<file path="src/design/keyed_tally_table_assert.svh">
// assertion macros used by the keyed tally table datapath
`ifndef KEYED_TALLY_TABLE_ASSERT_SVH
`define KEYED_TALLY_TABLE_ASSERT_SVH

// same-cycle implication, checked out of reset
`define KTT_ASSERT_IMPL(label, clk, rst_n, ante, cons) \
    label: assert property (@(posedge clk) disable iff (!rst_n) (ante) |-> (cons)) \
        else $error("keyed tally table check failed");

// next-cycle implication, checked out of reset
`define KTT_ASSERT_NEXT(label, clk, rst_n, ante, cons) \
    label: assert property (@(posedge clk) disable iff (!rst_n) (ante) |=> (cons)) \
        else $error("keyed tally table check failed");

`endif

</file>
<file path="src/design/ktt_pkg.sv">
// shared types and constants for the keyed tally table
`timescale 1ns / 1ps
`default_nettype none

package ktt_pkg;

    // table geometry
    localparam int TABLE_ENTRIES = 64;
    localparam int TALLY_BITS    = 32;
    localparam int IDX_W = (TABLE_ENTRIES > 1) ? $clog2(TABLE_ENTRIES) : 1;
    localparam int CNT_W = $clog2(TABLE_ENTRIES + 1);

    // fixed result field widths
    localparam int ENTRY_OUT_W = 6;
    localparam int TALLY_OUT_W = 32;
    localparam int TOTAL_OUT_W = 7;

    // one request: six particle counts
    typedef struct packed {
        logic [3:0] pi_plus_count;
        logic [3:0] pi_minus_count;
        logic [3:0] pi_zero_count;
        logic [3:0] gamma_count;
        logic [3:0] proton_count;
        logic [3:0] neutron_count;
    } req_t;

    localparam int KEY_W = $bits(req_t);

    // one result
    typedef struct packed {
        logic [ENTRY_OUT_W-1:0] entry_index;
        logic [TALLY_OUT_W-1:0] tally_now;
        logic                   was_hit;
        logic                   was_dropped;
        logic [TOTAL_OUT_W-1:0] distinct_total;
    } result_t;

    // controller states
    typedef enum logic [1:0] {
        ST_IDLE,
        ST_SCAN,
        ST_HIT,
        ST_MISS
    } state_t;

    // controller to datapath
    typedef struct packed {
        logic load;
        logic scan;
        logic fin_hit;
        logic fin_miss;
    } cmd_t;

    // datapath to controller
    typedef struct packed {
        logic match;
        logic miss;
    } status_t;

endpackage

`default_nettype wire

</file>
<file path="src/design/ktt_ctrl.sv">
// controller state machine for the keyed tally table
`timescale 1ns / 1ps
`default_nettype none

module ktt_ctrl import ktt_pkg::*; (
    input  wire logic    clk,
    input  wire logic    rst_n,
    input  wire logic    start,
    input  wire status_t status,
    output logic         busy,
    output cmd_t         cmd
);

    state_t state_reg;
    state_t state_next;

    // state register
    always_ff @(posedge clk or negedge rst_n)
    begin
        if (!rst_n)
        begin
            state_reg <= ST_IDLE;
        end
        else
        begin
            state_reg <= state_next;
        end
    end

    // next state
    always_comb
    begin
        state_next = state_reg;
        unique case (state_reg)
            ST_IDLE:
            begin
                if (start)
                begin
                    state_next = ST_SCAN;
                end
            end
            ST_SCAN:
            begin
                if (status.match)
                begin
                    state_next = ST_HIT;
                end
                else if (status.miss)
                begin
                    state_next = ST_MISS;
                end
            end
            ST_HIT:  state_next = ST_IDLE;
            ST_MISS: state_next = ST_IDLE;
            default: state_next = ST_IDLE;
        endcase
    end

    // outputs
    always_comb
    begin
        cmd  = '0;
        busy = 1'b1;
        unique case (state_reg)
            ST_IDLE:
            begin
                busy     = 1'b0;
                cmd.load = start;
            end
            ST_SCAN: cmd.scan     = 1'b1;
            ST_HIT:  cmd.fin_hit  = 1'b1;
            ST_MISS: cmd.fin_miss = 1'b1;
            default: busy = 1'b1;
        endcase
    end

endmodule

`default_nettype wire

</file>
<file path="config.mk">
export PLATFORM = sky130hd
export DESIGN_NAME = ktt_ctrl
export DESIGN_NICKNAME = d
export VERILOG_FILES = /design/src/design/keyed_tally_table_assert.svh /design/src/design/ktt_pkg.sv /design/src/design/ktt_ctrl.sv
export SDC_FILE = /design/constraint.sdc
export NUM_CORES = 1
export LEC_CHECK = 0
export BUFFER_PORTS_ARGS = -buffer_cell sky130_fd_sc_hd__buf_4
export CORE_AREA = 4 4 41 43
export DETAILED_ROUTE_END_ITERATION = 7
export DIE_AREA = 0 0 45 47
export SLEW_MARGIN = 25
export SYNTH_ARGS = -nofsm -noshare
export SYNTH_HDL_FRONTEND = slang
export SYNTH_SLANG_ARGS = --single-unit
</file>
<file path="constraint.sdc">
create_clock -name clk -period 2.25 [get_ports clk]
set_clock_uncertainty 0.05 [all_clocks]
set_input_delay 0.3375 -clock clk [delete_from_list [all_inputs] [get_ports clk]]
set_output_delay 0.3375 -clock clk [all_outputs]
set_load 0.005 [all_outputs]
</file>
# Yosys cells after proc, flatten, opt, wreduce, memory -nomap -nowiden
# Index checks and enable logic that the tools add are counted.
[totals]
register_bits = 2
mem_bits_rw = 0
memories = 0
inputBits = 5
latch_bits = 0
wordCells = 18
output_inout_bits = 5
rom_bits = 0
[op_classes]
n_eq_ne = 5
muxes = 9
shifts = 0
n_addsub = 0
div = 0
n_reduce_logical = 3
bitwise_logic = 0
n_lt_le_gt_ge = 0
mul = 0
[ops]
columns = ["cell", "count"]
rows = [
  ["2-to-1 mux 2 bit", 3],
  ["case mux 2 bit (3 select lines)", 1],
  ["2-to-1 mux 1 bit", 5],
  ["equality test 2 bit (second input constant)", 2],
  ["inequality test 3 bit (second input constant)", 1],
  ["equality test 2 x 1 -> 1 bit (second input constant)", 1],
  ["logical NOT 2 bit", 1],
  ["inequality test 2 bit (second input constant)", 1],
  ["AND reduction 2 bit", 1],
  ["OR reduction 2 bit", 1],
]

# Longest topological paths before layout
# Gate-level depths: netlist of run 1.
[logic_depth]
word_depth = 3
mapped_depth = 2
depth_no_buf = 2

# Worst setup path before layout of run 1
# No wires, ideal clock.
[synth_timing]
kind = "reg2out"
startpoint = "register state_reg[1]"
endpoint = "output cmd[3] (netlist bit)"
required_time_ps = 1862
path_buffers = 0
path_slack_ps = 1101
arrival_ps = 761
path_stages_with_launch = 3
cell_sequence = "dfrtp_1 or2_4 nor2_2"
[synth_rtl]
columns = ["item", "line_no", "text"]
rows = [
  ["from (decl)", "ktt_ctrl.sv:14", "state_t state_reg;"],
  ["from (signal assigned)", "ktt_ctrl.sv:26", "state_reg <= state_next;"],
  ["to (decl)", "ktt_ctrl.sv:11", "output cmd_t cmd"],
]

==> summary.md, run 1 <==
| Metric | Value |
|---|---|
| Status | finished clean |
| Max_slew headroom | ~87% |
| Final #Nets | 32 |
| Die Y | ~47 um |
| WS Path Type | flop to output pin |
| Hold slack | ~0.27 ns |
| H-tree Lvls | 1 |
| Cell row count | 13 |
| GRT Total Usage | 4.03% |
| Hold EP | state_reg[1] |
| Die footprint | around 0.0021 mm2 |
| CP arrival | 1.10 ns |
| Fin. Hold Viols | 0 |
| DR vias/cell | around 3.0 |
| Area contributors post-synth | dfrtp_1 39%, nor2b_4 11%, nand2b_1 9.8% |
| Synth unique cells | 11 |
| CP Max Fanout | 5 |
| R2R Path End | state_reg[0] |
| Worst vdd ir | between 300 and 400 uV |
| Largest net degree at the start of global routing | 7 |
| Post-route setup slack | 0.767 ns |
| Post-Place Setup Slack | 0.993 ns |
| Port bufs | 9 |
| Max FFs per register | 2 |
| R2r setup slk | about 1.4 ns |
| Pwr/cell area | roughly 1300 mW/mm2 |
| Core Region | about 0.0013 mm2 |
| Worst-path clk slew | 0.03 ns |
| Ys async rst share | between 90% and 100% |
| Vias | between 100 and 150 |
| Routed Antenna Nets | 0 |
| Critical Path Sink Type | output pin |
| Fillers | 154 |
| GPL Wtd Cong | around 0.63 |
| CP startpoint | state_reg[1] |
| Met1 global-route usage | 3.87% |
| TritonCTS clock tree | built |
| EDFF count, synth | 0 |
| Initial core utilization | approximately a tenth |
| Mapped Cells | 13 |
| CTS root buf | clkbuf_4 |
| Cells on Worst Hold Path | 2 |
| Yosys reg bits | 2 |
| Synth top area share | roughly two fifths |
| Synthesized area | around 130 um2 |
| Layout cells sized above 1 | ~60% |
| Max Buffers Root-to-Sink | 2 |
| RR Startpoint | state_reg[0] |
| Syn avg cell area | between 9 and 10 um2 |
| Skew-Pair Late Insertion Delay | 0.22 ns |
| RSZ-0062 raised after global routing | false |
| Post-Syn Nets | 18 |
| Inst Count DP | 36 |
| DRC errors left | 0 |
| Vias in the first global route | about 130 |
| Initial DRC Count | 7 |
| First-pass GRT wire length | roughly 550 um |
| Sink Count | 2 |
| Setup TNS | 0 ns |
| CTS Hold Bufs | 1 |
| Final WL | around 300 um |
| Slew @ Worst Pin | about 0.19 ns |
| Post-CTS setup buffers | 0 |
| WL/cell | 7.63 um |
| Antenna violations before repair | 0 |
| Min-delay worst type | input port to flop |
| Antenna diode count | 0 |
| DP HPWL | between 200 and 250 um |
| Max Freq | a little under 700 MHz |
| Hold Path Origin | status[0] |
| Lkg Pwr | 0.120 nW |
| Busiest grt layer | met2 |
| Cell count of the worst reg-to-reg path | 2 |
| Fin crit share | ~66% |
| Yosys warning count | 0 |
| Max-Cap Viols | 0 |
| CP Launch Type | flop |
| I/O pin cnt | 10 |
| TritonCTS Buffers | 3 |
| Final setup violation count | 0 |
| CP required | 1.86 ns |
| Grt ovf | 0 |
| M2 GR Usage | 5.08% |
| Post_cts resized | 0 |
| Yosys top cell by area | dfrtp_1 |
| Die width | between 40 and 50 um |
| Period minus WS final | about 1.5 ns |
| Area Growth Syn to Fin | 87.3% |
| Main synth FF type | dfrtp_1 |
| Drt pass-1 iters | 2 |
| Met3 Use GR | roughly 3.8% |
| Finished Layout Cells | 40 |
| Slew Limit Fails | 0 |
| Seq/Total Area, Yosys | 39.2% |
| Most common library cells after synthesis | 2 x dfrtp_1, 2 x nand2b_1 |
==> kinds of logic (layout without fill, tap and decap cells) <==
family	count (synthesis)	in the layout	synth area share (%)
compound gates	2	2	9.80
flops	2	2	39.2
simple gates	7	7	42.2
buf+inv	2	14	8.82
==> worst max-delay path by stage <==
stage          cells past startpoint  slack, ns  endpoint
3_5_place_dp                       3       0.99    cmd[3]
2_1_floorplan                      2       1.10    cmd[3]
4_1_cts                            3       0.75    cmd[3]
6_report                           3       0.77    cmd[3]
5_1_grt                            3       0.68    cmd[3]
3_3_place_gp                       3       1.00    cmd[3]
==> worst max-delay path, cell delays in order, from the launching register on <==
cell     delay (ns)
dfrtp_1        0.42
or2_4          0.28
nor2_2         0.07
buf_4          0.10
==> area by class of cell <==
type	instances	area, um2	area share, %
tap	15	18.8	7.85
sequential	2	50.0	20.9
multi-input combinational	9	66.3	27.7
timing repair buffer	10	77.6	32.5
clock buffer	3	22.5	9.42
inverter	1	3.75	1.57
==> metal layers <==
| layer | up-vias | routed length [um] |
|---|---|---|
| li1 | 64 | - |
| met1 | 47 | 145 |
| met2 | 8 | 109 |
| met3 | 0 | 51 |
| met4 | 0 | 0 |
| met5 | - | 0 |
==> report_power, final <==
group | total (mW) | internal [mW] | switching (mW)
Sequential | 0.0780 | 0.0528 | 0.0252
Clock | 0.0782 | 0.0588 | 0.0194
Combinational | 0.143 | 0.0992 | 0.0436
Total | 0.299 | 0.211 | 0.0882
==> metrics by stage <==
stage                     power, mW  cell area (um2)  util, %
after global placement        0.221              206     15.9
after floorplan               0.161              128        -
after CTS                     0.308              239     18.4
after detailed placement      0.224              206     15.9
final                         0.299              239     18.4
after global routing          0.332              239     18.4
==> cells in the final DEF (no fill, tap or decap) <==
cell | Yosys | final
and2_1 | 1 | 1
nor2b_4 | 1 | 1
dfrtp_1 | 2 | 2
inv_1 | 1 | 1
a21oi_1 | 1 | 1
o21a_1 | 1 | 1
dlygate4sd3_1 | 0 | 1
nor2b_1 | 1 | 1
buf_4 | 1 | 9
nor2_2 | 1 | 1
or2_4 | 1 | 1
nand2b_1 | 2 | 2
clkbuf_4 | 0 | 3
Note: power is estimated with default switching activity, not from simulation.
==> run 2, diff against run 1 <==
- clock period: 2.25 -> 1.4 ns (I/O delays scaled with it)
==> run 2 against run 1 <==
  * First-iteration DRC count shrank 71%
  * Flip-flop and latch count stayed put
  * Critical path depth unchanged
  * Critical endpoint unchanged
  * Largest power group unchanged
  * Highest routed layer unchanged
==> summary.md, run 2 (synthesized netlist as in run 1, its figures left out) <==
| Metric | Value |
|---|---|
| Port bufs | 9 |
| Cell row count | 13 |
| Slew @ Worst Pin | between 0.15 and 0.2 ns |
| R2R Path End | state_reg[1] |
| Setup TNS | 0 ns |
| Power after layout | 0.502 mW |
| DRC errors left | 0 |
| Pwr/cell area | 2030 mW/mm2 |
| GRT Total Usage | about 3.8% |
| Largest net degree at the start of global routing | 7 |
| Antenna diode count | 0 |
| Initial DRC Count | 2 |
| Post-Place Setup Slack | roughly 0.27 ns |
| Skew-Pair Late Insertion Delay | ~0.22 ns |
| Status | finished clean |
| Max Buffers Root-to-Sink | 2 |
| Final WL | around 310 um |
| Vias | 120 |
| R2r setup slk | approximately 0.50 ns |
| Hold Path Origin | status[0] |
| Max_slew headroom | between 80% and 90% |
| Post-route setup slack | approximately 0.074 ns |
| First-pass GRT wire length | 524 um |
| Max-Cap Viols | 0 |
| Die width | ~45 um |
| Cells on Worst Hold Path | 2 |
| Final setup violation count | 0 |
| Die Y | roughly 47 um |
| H-tree Lvls | 1 |
| Area Growth Syn to Fin | 94.1% |
| CP endpoint | cmd[3] |
| Design area | 248 um2 |
| CTS root buf | clkbuf_4 |
| Cell count of the worst reg-to-reg path | 3 |
| Worst-path clk slew | roughly 0.030 ns |
| TritonCTS Buffers | 3 |
| Commonest non-fill, non-tap cells in the layout | 10 x buf_4, 3 x clkbuf_4, 2 x nand2b_1 |
| Most common cell after layout, fill and taps aside | buf_4 |
| GPL Wtd Cong | between 0.6 and 0.7 |
| Die footprint | between 0.002 and 0.0025 mm2 |
| Max Freq | 754 MHz |
| Fin. Hold Viols | 0 |
| WS Path Type | flop to output pin |
| Worst vdd ir | about 760 uV |
| Final #Nets | 33 |
| Core Region | roughly 0.0013 mm2 |
| Antenna violations before repair | 0 |
| CP startpoint | state_reg[1] |
| TritonCTS clock tree | built |
| Slew Limit Fails | 0 |
| RSZ-0062 raised after global routing | false |
| I/O pin cnt | 10 |
| Multi-input combinational cell area | approximately 66 um2 |
| FF+latch area | roughly 51 um2 |
| Fillers | around 150 |
| CP required | 1.14 ns |
| CP arrival | approximately 1.1 ns |
| Lkg Pwr | roughly 0.12 nW |
| Placed cell areas | slightly above 200 um2 |
| WL/cell | 7.59 um |
| Critical Path Sink Type | output pin |
| DR vias/cell | about 2.9 |
| Period minus WS final | 1.33 ns |
| Hold slack | ~0.15 ns |
| Fin crit share | between 90% and 100% |
| Routed Antenna Nets | 0 |
| Min-delay worst type | input port to flop |
| Vias in the first global route | around 130 |
| Grt ovf | 0 |
| CP Max Fanout | 5 |
| Sink Count | 2 |
| Initial core utilization | about 10% |
| Layout cells sized above 1 | approximately 65% |
| RR Startpoint | state_reg[1] |
| Drt pass-1 iters | 2 |
| Max FFs per register | 2 |
| CP Launch Type | flop |
==> run 2: per-layer routing <==
layer	GRT usage, %	part of all wire [%]
met5	0	0
met4	3.51	0
met1	4.10	46
met3	3.83	17
met2	3.95	36
==> run 2: stage by stage <==
step,cells,utilization [%]
2_1_floorplan,13,-
3_3_place_gp,36,15.9
3_5_place_dp,36,15.9
4_1_cts,40,18.4
5_1_grt,41,19.0
6_report,41,19.0
==> run 2: final cells by class <==
class | count | area share (%)
Tap cell | 15 | 7.58
Sequential cell | 2 | 20.7
Multi-Input combinational cell | 9 | 26.8
Inverter | 1 | 1.52
Clock buffer | 3 | 9.09
Timing Repair Buffer | 11 | 34.3
==> run 2: repair_timing <==
action | in CTS | in global routing
gates resized for setup | 0 | 1
setup buffers | 0 | 1
hold endpoints to repair | 2 | 0
hold buffers | 1 | 0
setup endpoints to repair | 0 | 1
==> run 2: where the power goes <==
part / internal, mW / switching, mW / leakage [nW] / total (mW)
combinational: 0.174 / 0.0800 / 0.0862 / 0.254
clock: 0.0945 / 0.0321 / 0.0138 / 0.127
sequential: 0.0874 / 0.0345 / 0.0241 / 0.122
==> run 2: worst min path at each step <==
stage                   endpoint  slack [ns]
floorplan           state_reg[0]       -0.14
global placement    state_reg[1]       -0.06
detailed placement  state_reg[1]       -0.05
CTS                 state_reg[1]        0.14
global route        state_reg[1]        0.14
finish              state_reg[1]        0.15
==> run 2: worst max-delay path: stages, from the launching register on <==
cell	delay (ns)
dfrtp_2	0.42
or2_4	0.26
nor2_2	0.07
buf_4	0.10
