### src/design/keyed_tally_table_assert.svh
// assertion macros used by the keyed tally table datapath
`ifndef KEYED_TALLY_TABLE_ASSERT_SVH
`define KEYED_TALLY_TABLE_ASSERT_SVH

// same-cycle implication, checked out of reset
`define KTT_ASSERT_IMPL(label, clk, rst_n, ante, cons) \
    label: assert property (@(posedge clk) disable iff (!rst_n) (ante) |-> (cons)) \
        else $error("keyed tally table check failed");

// next-cycle implication, checked out of reset
`define KTT_ASSERT_NEXT(label, clk, rst_n, ante, cons) \
    label: assert property (@(posedge clk) disable iff (!rst_n) (ante) |=> (cons)) \
        else $error("keyed tally table check failed");

`endif

### src/design/ktt_pkg.sv
// shared types and constants for the keyed tally table
`timescale 1ns / 1ps
`default_nettype none

package ktt_pkg;

    // table geometry
    localparam int TABLE_ENTRIES = 64;
    localparam int TALLY_BITS    = 32;
    localparam int IDX_W = (TABLE_ENTRIES > 1) ? $clog2(TABLE_ENTRIES) : 1;
    localparam int CNT_W = $clog2(TABLE_ENTRIES + 1);

    // fixed result field widths
    localparam int ENTRY_OUT_W = 6;
    localparam int TALLY_OUT_W = 32;
    localparam int TOTAL_OUT_W = 7;

    // one request: six particle counts
    typedef struct packed {
        logic [3:0] pi_plus_count;
        logic [3:0] pi_minus_count;
        logic [3:0] pi_zero_count;
        logic [3:0] gamma_count;
        logic [3:0] proton_count;
        logic [3:0] neutron_count;
    } req_t;

    localparam int KEY_W = $bits(req_t);

    // one result
    typedef struct packed {
        logic [ENTRY_OUT_W-1:0] entry_index;
        logic [TALLY_OUT_W-1:0] tally_now;
        logic                   was_hit;
        logic                   was_dropped;
        logic [TOTAL_OUT_W-1:0] distinct_total;
    } result_t;

    // controller states
    typedef enum logic [1:0] {
        ST_IDLE,
        ST_SCAN,
        ST_HIT,
        ST_MISS
    } state_t;

    // controller to datapath
    typedef struct packed {
        logic load;
        logic scan;
        logic fin_hit;
        logic fin_miss;
    } cmd_t;

    // datapath to controller
    typedef struct packed {
        logic match;
        logic miss;
    } status_t;

endpackage

`default_nettype wire

### src/design/ktt_ram.sv
// generic single write port ram with registered read
`timescale 1ns / 1ps
`default_nettype none

module ktt_ram #(
    parameter int WIDTH = 8,
    parameter int DEPTH = 64,
    localparam int ADDR_W = (DEPTH > 1) ? $clog2(DEPTH) : 1
) (
    input  wire logic                 clk,
    input  wire logic                 we,
    input  wire logic [ADDR_W-1:0]    waddr,
    input  wire logic [WIDTH-1:0]     wdata,
    input  wire logic                 re,
    input  wire logic [ADDR_W-1:0]    raddr,
    output logic      [WIDTH-1:0]     rdata
);

    logic [WIDTH-1:0] mem [DEPTH];

    // write port
    always_ff @(posedge clk)
    begin
        if (we)
        begin
            mem[waddr] <= wdata;
        end
    end

    // registered read port
    always_ff @(posedge clk)
    begin
        if (re)
        begin
            rdata <= mem[raddr];
        end
    end

endmodule

`default_nettype wire

### src/design/ktt_dpath.sv
// datapath for the keyed tally table: stores, scan pipeline and result register
`timescale 1ns / 1ps
`default_nettype none

`include "keyed_tally_table_assert.svh"

module ktt_dpath import ktt_pkg::*; (
    input  wire logic    clk,
    input  wire logic    rst_n,
    input  wire cmd_t    cmd,
    input  wire req_t    req,
    output status_t      status,
    output logic         done,
    output result_t      result
);

    req_t                  key_reg;
    logic [CNT_W-1:0]      used_reg;
    logic [CNT_W-1:0]      used_next;
    logic [CNT_W-1:0]      rd_cnt_reg;
    logic                  pend_valid_reg;
    logic [IDX_W-1:0]      pend_idx_reg;
    logic [IDX_W-1:0]      hit_idx_reg;
    logic [TALLY_BITS-1:0] hit_tally_reg;
    logic                  done_reg;
    result_t               result_reg;
    result_t               result_next;

    logic                  issue;
    logic                  full;
    logic [KEY_W-1:0]      key_rdata;
    logic [TALLY_BITS-1:0] tally_rdata;
    logic [TALLY_BITS-1:0] tally_inc;
    logic                  key_we;
    logic                  tally_we;
    logic [IDX_W-1:0]      tally_waddr;
    logic [TALLY_BITS-1:0] tally_wdata;

    // scan control
    assign issue = cmd.scan && (rd_cnt_reg != used_reg);
    assign full  = (used_reg == CNT_W'(TABLE_ENTRIES));

    assign status.match = pend_valid_reg && (key_rdata == key_reg);
    assign status.miss  = !pend_valid_reg && (rd_cnt_reg == used_reg);

    // saturating increment of the matched tally
    assign tally_inc = (hit_tally_reg == {TALLY_BITS{1'b1}}) ?
                       hit_tally_reg : hit_tally_reg + TALLY_BITS'(1);

    // store write ports
    assign key_we      = cmd.fin_miss && !full;
    assign tally_we    = cmd.fin_hit || key_we;
    assign tally_waddr = cmd.fin_hit ? hit_idx_reg : used_reg[IDX_W-1:0];
    assign tally_wdata = cmd.fin_hit ? tally_inc : TALLY_BITS'(1);

    ktt_ram #(
        .WIDTH (KEY_W),
        .DEPTH (TABLE_ENTRIES)
    ) u_key_ram (
        .clk   (clk),
        .we    (key_we),
        .waddr (used_reg[IDX_W-1:0]),
        .wdata (key_reg),
        .re    (issue),
        .raddr (rd_cnt_reg[IDX_W-1:0]),
        .rdata (key_rdata)
    );

    ktt_ram #(
        .WIDTH (TALLY_BITS),
        .DEPTH (TABLE_ENTRIES)
    ) u_tally_ram (
        .clk   (clk),
        .we    (tally_we),
        .waddr (tally_waddr),
        .wdata (tally_wdata),
        .re    (issue),
        .raddr (rd_cnt_reg[IDX_W-1:0]),
        .rdata (tally_rdata)
    );

    // entry count after this request
    always_comb
    begin
        used_next = used_reg;
        if (key_we)
        begin
            used_next = used_reg + CNT_W'(1);
        end
    end

    // result assembly
    always_comb
    begin
        result_next = '0;
        if (cmd.fin_hit)
        begin
            result_next.entry_index    = ENTRY_OUT_W'(hit_idx_reg);
            result_next.tally_now      = TALLY_OUT_W'(tally_inc);
            result_next.was_hit        = 1'b1;
            result_next.distinct_total = TOTAL_OUT_W'(used_reg);
        end
        else if (key_we)
        begin
            result_next.entry_index    = ENTRY_OUT_W'(used_reg[IDX_W-1:0]);
            result_next.tally_now      = TALLY_OUT_W'(1);
            result_next.distinct_total = TOTAL_OUT_W'(used_next);
        end
        else
        begin
            result_next.was_dropped    = 1'b1;
            result_next.distinct_total = TOTAL_OUT_W'(used_reg);
        end
    end

    // control registers
    always_ff @(posedge clk or negedge rst_n)
    begin
        if (!rst_n)
        begin
            used_reg       <= '0;
            rd_cnt_reg     <= '0;
            pend_valid_reg <= 1'b0;
            done_reg       <= 1'b0;
        end
        else
        begin
            used_reg <= used_next;
            done_reg <= cmd.fin_hit || cmd.fin_miss;
            if (cmd.load)
            begin
                rd_cnt_reg     <= '0;
                pend_valid_reg <= 1'b0;
            end
            else if (cmd.scan)
            begin
                pend_valid_reg <= issue;
                if (issue)
                begin
                    rd_cnt_reg <= rd_cnt_reg + CNT_W'(1);
                end
            end
        end
    end

    // payload registers
    always_ff @(posedge clk)
    begin
        if (cmd.load)
        begin
            key_reg <= req;
        end
        if (issue)
        begin
            pend_idx_reg <= rd_cnt_reg[IDX_W-1:0];
        end
        if (cmd.scan && status.match)
        begin
            hit_idx_reg   <= pend_idx_reg;
            hit_tally_reg <= tally_rdata;
        end
        if (cmd.fin_hit || cmd.fin_miss)
        begin
            result_reg <= result_next;
        end
    end

    assign done   = done_reg;
    assign result = result_reg;

    // checks
    `KTT_ASSERT_IMPL(a_used_bound, clk, rst_n, 1'b1, used_reg <= CNT_W'(TABLE_ENTRIES))
    `KTT_ASSERT_IMPL(a_scan_bound, clk, rst_n, 1'b1, rd_cnt_reg <= used_reg)
    `KTT_ASSERT_NEXT(a_append_grows, clk, rst_n, key_we, used_reg == $past(used_reg) + CNT_W'(1))

endmodule

`default_nettype wire

### config.mk
export PLATFORM = sky130hd
export DESIGN_NAME = ktt_dpath
export DESIGN_NICKNAME = d
export VERILOG_FILES = /design/src/design/ktt_pkg.sv /design/src/design/ktt_ram.sv /design/src/design/ktt_dpath.sv
export VERILOG_INCLUDE_DIRS = /design/src /design/src/design
export SDC_FILE = /design/constraint.sdc
export NUM_CORES = 2
export LEC_CHECK = 0
export BUFFER_PORTS_ARGS = -buffer_cell sky130_fd_sc_hd__buf_2
export CAP_MARGIN = 20
export CORE_AREA = 2 2 521 471
export DETAILED_ROUTE_END_ITERATION = 7
export DIE_AREA = 0 0 523 473
export PLACE_DENSITY_LB_ADDON = 0.05
export RECOVER_POWER = 25
export SETUP_SLACK_MARGIN = 0.02
export SYNTH_ARGS = -nofsm -noshare
export SYNTH_HDL_FRONTEND = slang
export SYNTH_HIERARCHICAL = 1
export SYNTH_SLANG_ARGS = --single-unit
### constraint.sdc
create_clock -name clk -period 7.9 [get_ports clk]
set_clock_uncertainty 0.15 [all_clocks]
set_input_delay 0.395 -clock clk [delete_from_list [all_inputs] [get_ports clk]]
set_output_delay 0.395 -clock clk [all_outputs]
set_load 0.1 [all_outputs]
* Word level (Yosys, flattened, before mapping) *
Memory sizes are Yosys's and may differ from the RTL's. A register that Yosys moved wholly into a read port is not among the register bits.
Cells that the tools add are included.

operators by class
  add/sub/neg operators = 3
  equal/unequal tests = 5
  muxes and demuxes = 19
  reduce and logical (&&, ||, !) cells = 12

operators by type and width
  cell                                           number
  two-way mux 38 bit                             2
  two-way mux 32 bit                             2
  two-way mux 7 bit                              6
  adder 32 x 1 -> 32 bit, second input constant  1
  == test 32 bit, second input constant          1
  == test 24 bit                                 1
  adder 7 x 1 -> 7 bit, second input constant    2
  two-way mux 1 bit                              8
  == test 7 bit                                  1
  == test 7 bit, second input constant           1
  inequality test 7 bit                          1
  two-way mux 6 bit                              1
  logical AND 1 bit                              5
  nonzero test 2 bit                             2
  logical NOT 1 bit                              2
  logical OR 1 bit                               2
  AND reduction 2 bit                            1

word-level totals
  register bits = 131
  memory bits (writable) = 3584
  input bits = 30
  output and inout port bits = 50
  logic and storage cells = 59
  memories kept = 2

memory list
  name             words  bits a word  rd ports  clocked after Yosys merged registers in  wr ports  line           RTL
  u_tally_ram.mem  64     32           1         1                                        1         ktt_ram.sv:19  logic [WIDTH-1:0] mem [DEPTH];
  u_key_ram.mem    64     24           1         1                                        1         ktt_ram.sv:19

* Logic depth before layout (Yosys ltp) *
  word-level depth = 6
  depth in mapped cells = 10
  depth with buffers taken out = 10

* Hierarchy *
The synthesis kept the hierarchy.

by module, submodules not included
  module                  times used  cells each  area an instance (um2)  sequential area each (um2)
  ktt_ram at u_tally_ram  1           3324        78835.6                 62459.9
  ktt_ram at u_key_ram    1           2610        59535.8                 46844.9
  ktt_dpath               1           473         6004.5                  3853.7

* Worst setup path after synthesis *
OpenSTA, ideal clock, no wires.

  path kind = register to register
  start = reg key_reg[1] (netlist bit)
  end = reg hit_idx_reg[0] (enable)
  library setup time = 0.399 ns
  data arrival time = 6.075 ns
  required time = 7.351 ns
  path slack = 1.276 ns
  cell stages (with the launch flop) = 6
  buffers on the path = 0
  clock period less this slack = 6.624 ns
  cells stage by stage = edfxtp_1 -> xnor2_1 -> nand4_1 -> or4_1 -> nor4_1 -> and2_1

RTL lines
  element                 line              RTL
  from (decl)             ktt_dpath.sv:17   req_t key_reg;
  from (signal assigned)  ktt_dpath.sv:151  key_reg <= req;
  to (signal assigned)    ktt_dpath.sv:159  hit_idx_reg <= pend_idx_reg;
  to (decl)               ktt_dpath.sv:23   logic [IDX_W-1:0] hit_idx_reg;

* Worst setup path in the final report *
  start = in cmd[1] (netlist bit)
  end = mem u_tally_ram/mem[32][23] (netlist bit) (data pin)

on the way
  word-level cells in the longest chain between the ends = 1

RTL lines
  element             line             RTL
  from (decl)         ktt_dpath.sv:10  input wire cmd_t cmd,
  two-way mux 32 bit  ktt_dpath.sv:54  assign tally_wdata = cmd.fin_hit ? tally_inc : TALLY_BITS'(1);
  to (decl)           ktt_ram.sv:19

Every way passes these cells.

==> results.toml <==
[detailed_routing]
wl_per_cell_um = 35.90
firstDrtPassIters = 6
vias = 69544
postRouteAntennaNets = 0
drtIter0Drc = 9654
viasPerCell = 6.743
wirelength_mm = 370.3
drc = 0

[yosys]
yosys_warnings = 6
ys_seq_elements = 3771
synth_ff_type = "edfxtp_1"
synth-edff-count = 3755
yosysMostFrequentCell = "edfxtp_1"
synth.avg_cell_area_sq_um = 22.53
yosys.area_share.simple_pct = 1.963
synth.top_cells.by_count = "edfxtp_1 (3755), mux4_2 (899), nor2_1 (245)"
synth_top_family_by_area = "multiplexers"
yosys.area.top_type = "edfxtp_1"
ys_types = 77
synth-compound-area-share_pct = 2.284
netlist_area_sq_mm = 0.1444
ys_top_cells_by_area = "edfxtp_1 (78%), mux4_2 (14%), mux2i_1 (1.3%)"
ys_async_sr_fraction_pct = 0.4243
synthXorXnorAreaFrac_pct = 0.3094
synthAdderAreaFrac_pct = 0.04333
yosysTopAreaCellShare_pct = 78.10
yosysSeqAreaShare_pct = 78.38
synth_nets = 6442
synthCells = 6407
synth_mux_area_share_pct = 15.78

[floorplanning]
ioPinCount = 80
die_w_um = 523
die_area_sq_mm = 0.2474
start_util_pct = 59.53
core_area_sq_mm = 0.2425
fp-row-count = 172
fp.dieH_um = 473

[finish]
areaGrowthSynthToFinish_pct = 12.31
largest_reg_flops = 2048
drive_above_1_share_pct = 26.38
fin_area_sq_mm = 0.1621
nets = 6828
final_cells = 10314

[sta]
rsz0062_at_grt = "false"
finalCritPeriodShare_pct = 79.17
timing.final.ws_setup_ns = 1.645
hold_violations = 0
fmax_ghz = 0.1599
setup_violations = 0
relSlewSlack_pct = -139.7
setup_tns_ns = 0
fin_crit_ns = 6.255
tightest_slew_ns = 3.596
maxSlewViolCount = 1999

[run_status]
outcome = "finished, violations left"
violations = "max-capacitance violations, max-slew violations"

[global_routing]
grt_max_degree = 111
grt_usage_pct = 30.15
grt-ovfl-total = 0
antenna_found_initial = 17
grt_pass1_wl_mm = 520.0
grt_pass1_vias = 68679

[power]
vdd_drop_max_v = 0.0003395
power.density_mw_per_mm2 = 283.1
p_leak_uw = 0.04927
p_total_uw = 45900

[critical_path]
cp-end-kind = "register"
crit_chain = "dlygate4sd3_1 -> buf_2 -> clkbuf_1 -> clkinvlp_2 -> buf_4 -> o41ai_1 -> clkbuf_2"
worst_ep_arrival_time_ns = 6.53
crit_required_ns = 8.18
cp_max_fo = 64
crit_buf_inv = 6
critPathLaunchType = "primary input"
slowest_delay_ns = 1.51
setup.worst_path.class = "in2reg"
cp_slowest_cell = "clkinvlp_2"
crit_family = "buffers and inverters"

[clock_network]
cts_root_buf = "clkbuf_16"
htreeDepth = 5
postCtsSetupBuffers = 0
cts_max_path_buffers = 4
numCtsBuffers = 367
cts_tree = "yes"
path_clk_slew_ns = 0.06
clkSinkCount = 3771
clock_latency_ns = 0.89

[flow_run]
cap_violations = 38

[place]
place_ws_ns = 3.223
dp.cells = 9601
dpl_cell_area_sq_mm = 0.1502
dp_hpwl_mm = 206.7
gp_congestion = 0.8343
io_buffers = 79

[min_path]
hold_class = "in2reg"
layer usage:
metal,up-vias,share of wire [%],GRT usage [%]
met5,-,0.0030,0
met3,607,8.1,4.450
met2,3231,50,48.86
li1,28033,-,-
met4,2,3.9,10.24
met1,37671,39,42.80
layout by cell type (no fill, tap or decap), types with 15 or more instances in the layout:
master,count
clkbuf_16,379
dlygate4sd3_1,30
buf_12,33
mux2_2,53
clkinv_2,57
a22oi_1,41
xnor2_1,48
edfxtp_1,3755
and3_1,24
clkbuf_1,185
a221oi_1,52
nand4_1,22
a21oi_1,106
nor2_1,114
a31oi_1,15
bufinv_16,38
buf_4,172
mux4_2,899
nand2b_1,16
a21oi_4,16
o22ai_1,137
o21ai_0,31
nor2_4,78
nand3_1,44
or3_1,23
nor2b_1,25
clkinv_1,82
mux2i_1,190
nand2_1,94
o221ai_1,28
buf_2,18
nor2_2,54
metrics by stage:
step	hold WS, ns	utilization, %
2_1_floorplan	-0.05059	-
3_3_place_gp	0.2517	61.83
3_5_place_dp	0.2554	61.93
4_1_cts	0.003413	66.88
5_1_grt	0.03566	66.85
6_report	0.08113	66.85
kinds of logic (layout without fill, tap and decap cells):
kind of cell,after synthesis,in the layout
adders and majority gates,5,5
buffers and inverters,356,1033
DFF,3771,3771
muxes,1146,1146
xor gates and xnor gates,51,51
and+or+nand+nor,580,580
other,0,11
AOI/OAI and AO/OA,498,498
layout make-up:
type                       count  area (sq um)
antenna                       11         27.53
clock buffer                 467          9814
clock inverter               193          1867
fill                       15373         80400
inverter                      16         62.56
multi-input combinational   2280         30400
sequential                  3771        113200
tap                         3219          4028
timing repair buffer         357          2779
worst paths after layout:
check                           slack, ns  depth (start not counted)                       to             startpoint
worst min register to register       0.27                          0        hit_tally_reg[31]  u_tally_ram/rdata[31]
worst min-delay path                 0.08                          2              key_reg[14]                req[14]
worst max register to register       1.76                          6    u_tally_ram/rdata[25]          rd_cnt_reg[4]
max in group asynchronous            5.32                          4            rd_cnt_reg[4]                  rst_n
worst max-delay path                 1.65                          7  u_tally_ram/mem[32][23]                 cmd[1]
min in group asynchronous            1.11                          4            rd_cnt_reg[1]                  rst_n
power breakdown:
group	total [uW]	leakage, uW	switching, uW	internal [uW]
sequential	23000	0.0344	291	22700
combinational	5640	0.00915	3420	2220
clock	17200	0.00570	7220	10000
repair_timing:
action,in CTS,in global routing
hold buffers,31,0
hold endpoints to repair,52,0
resized for setup,0,0
(Power assumes the default switching activity.)
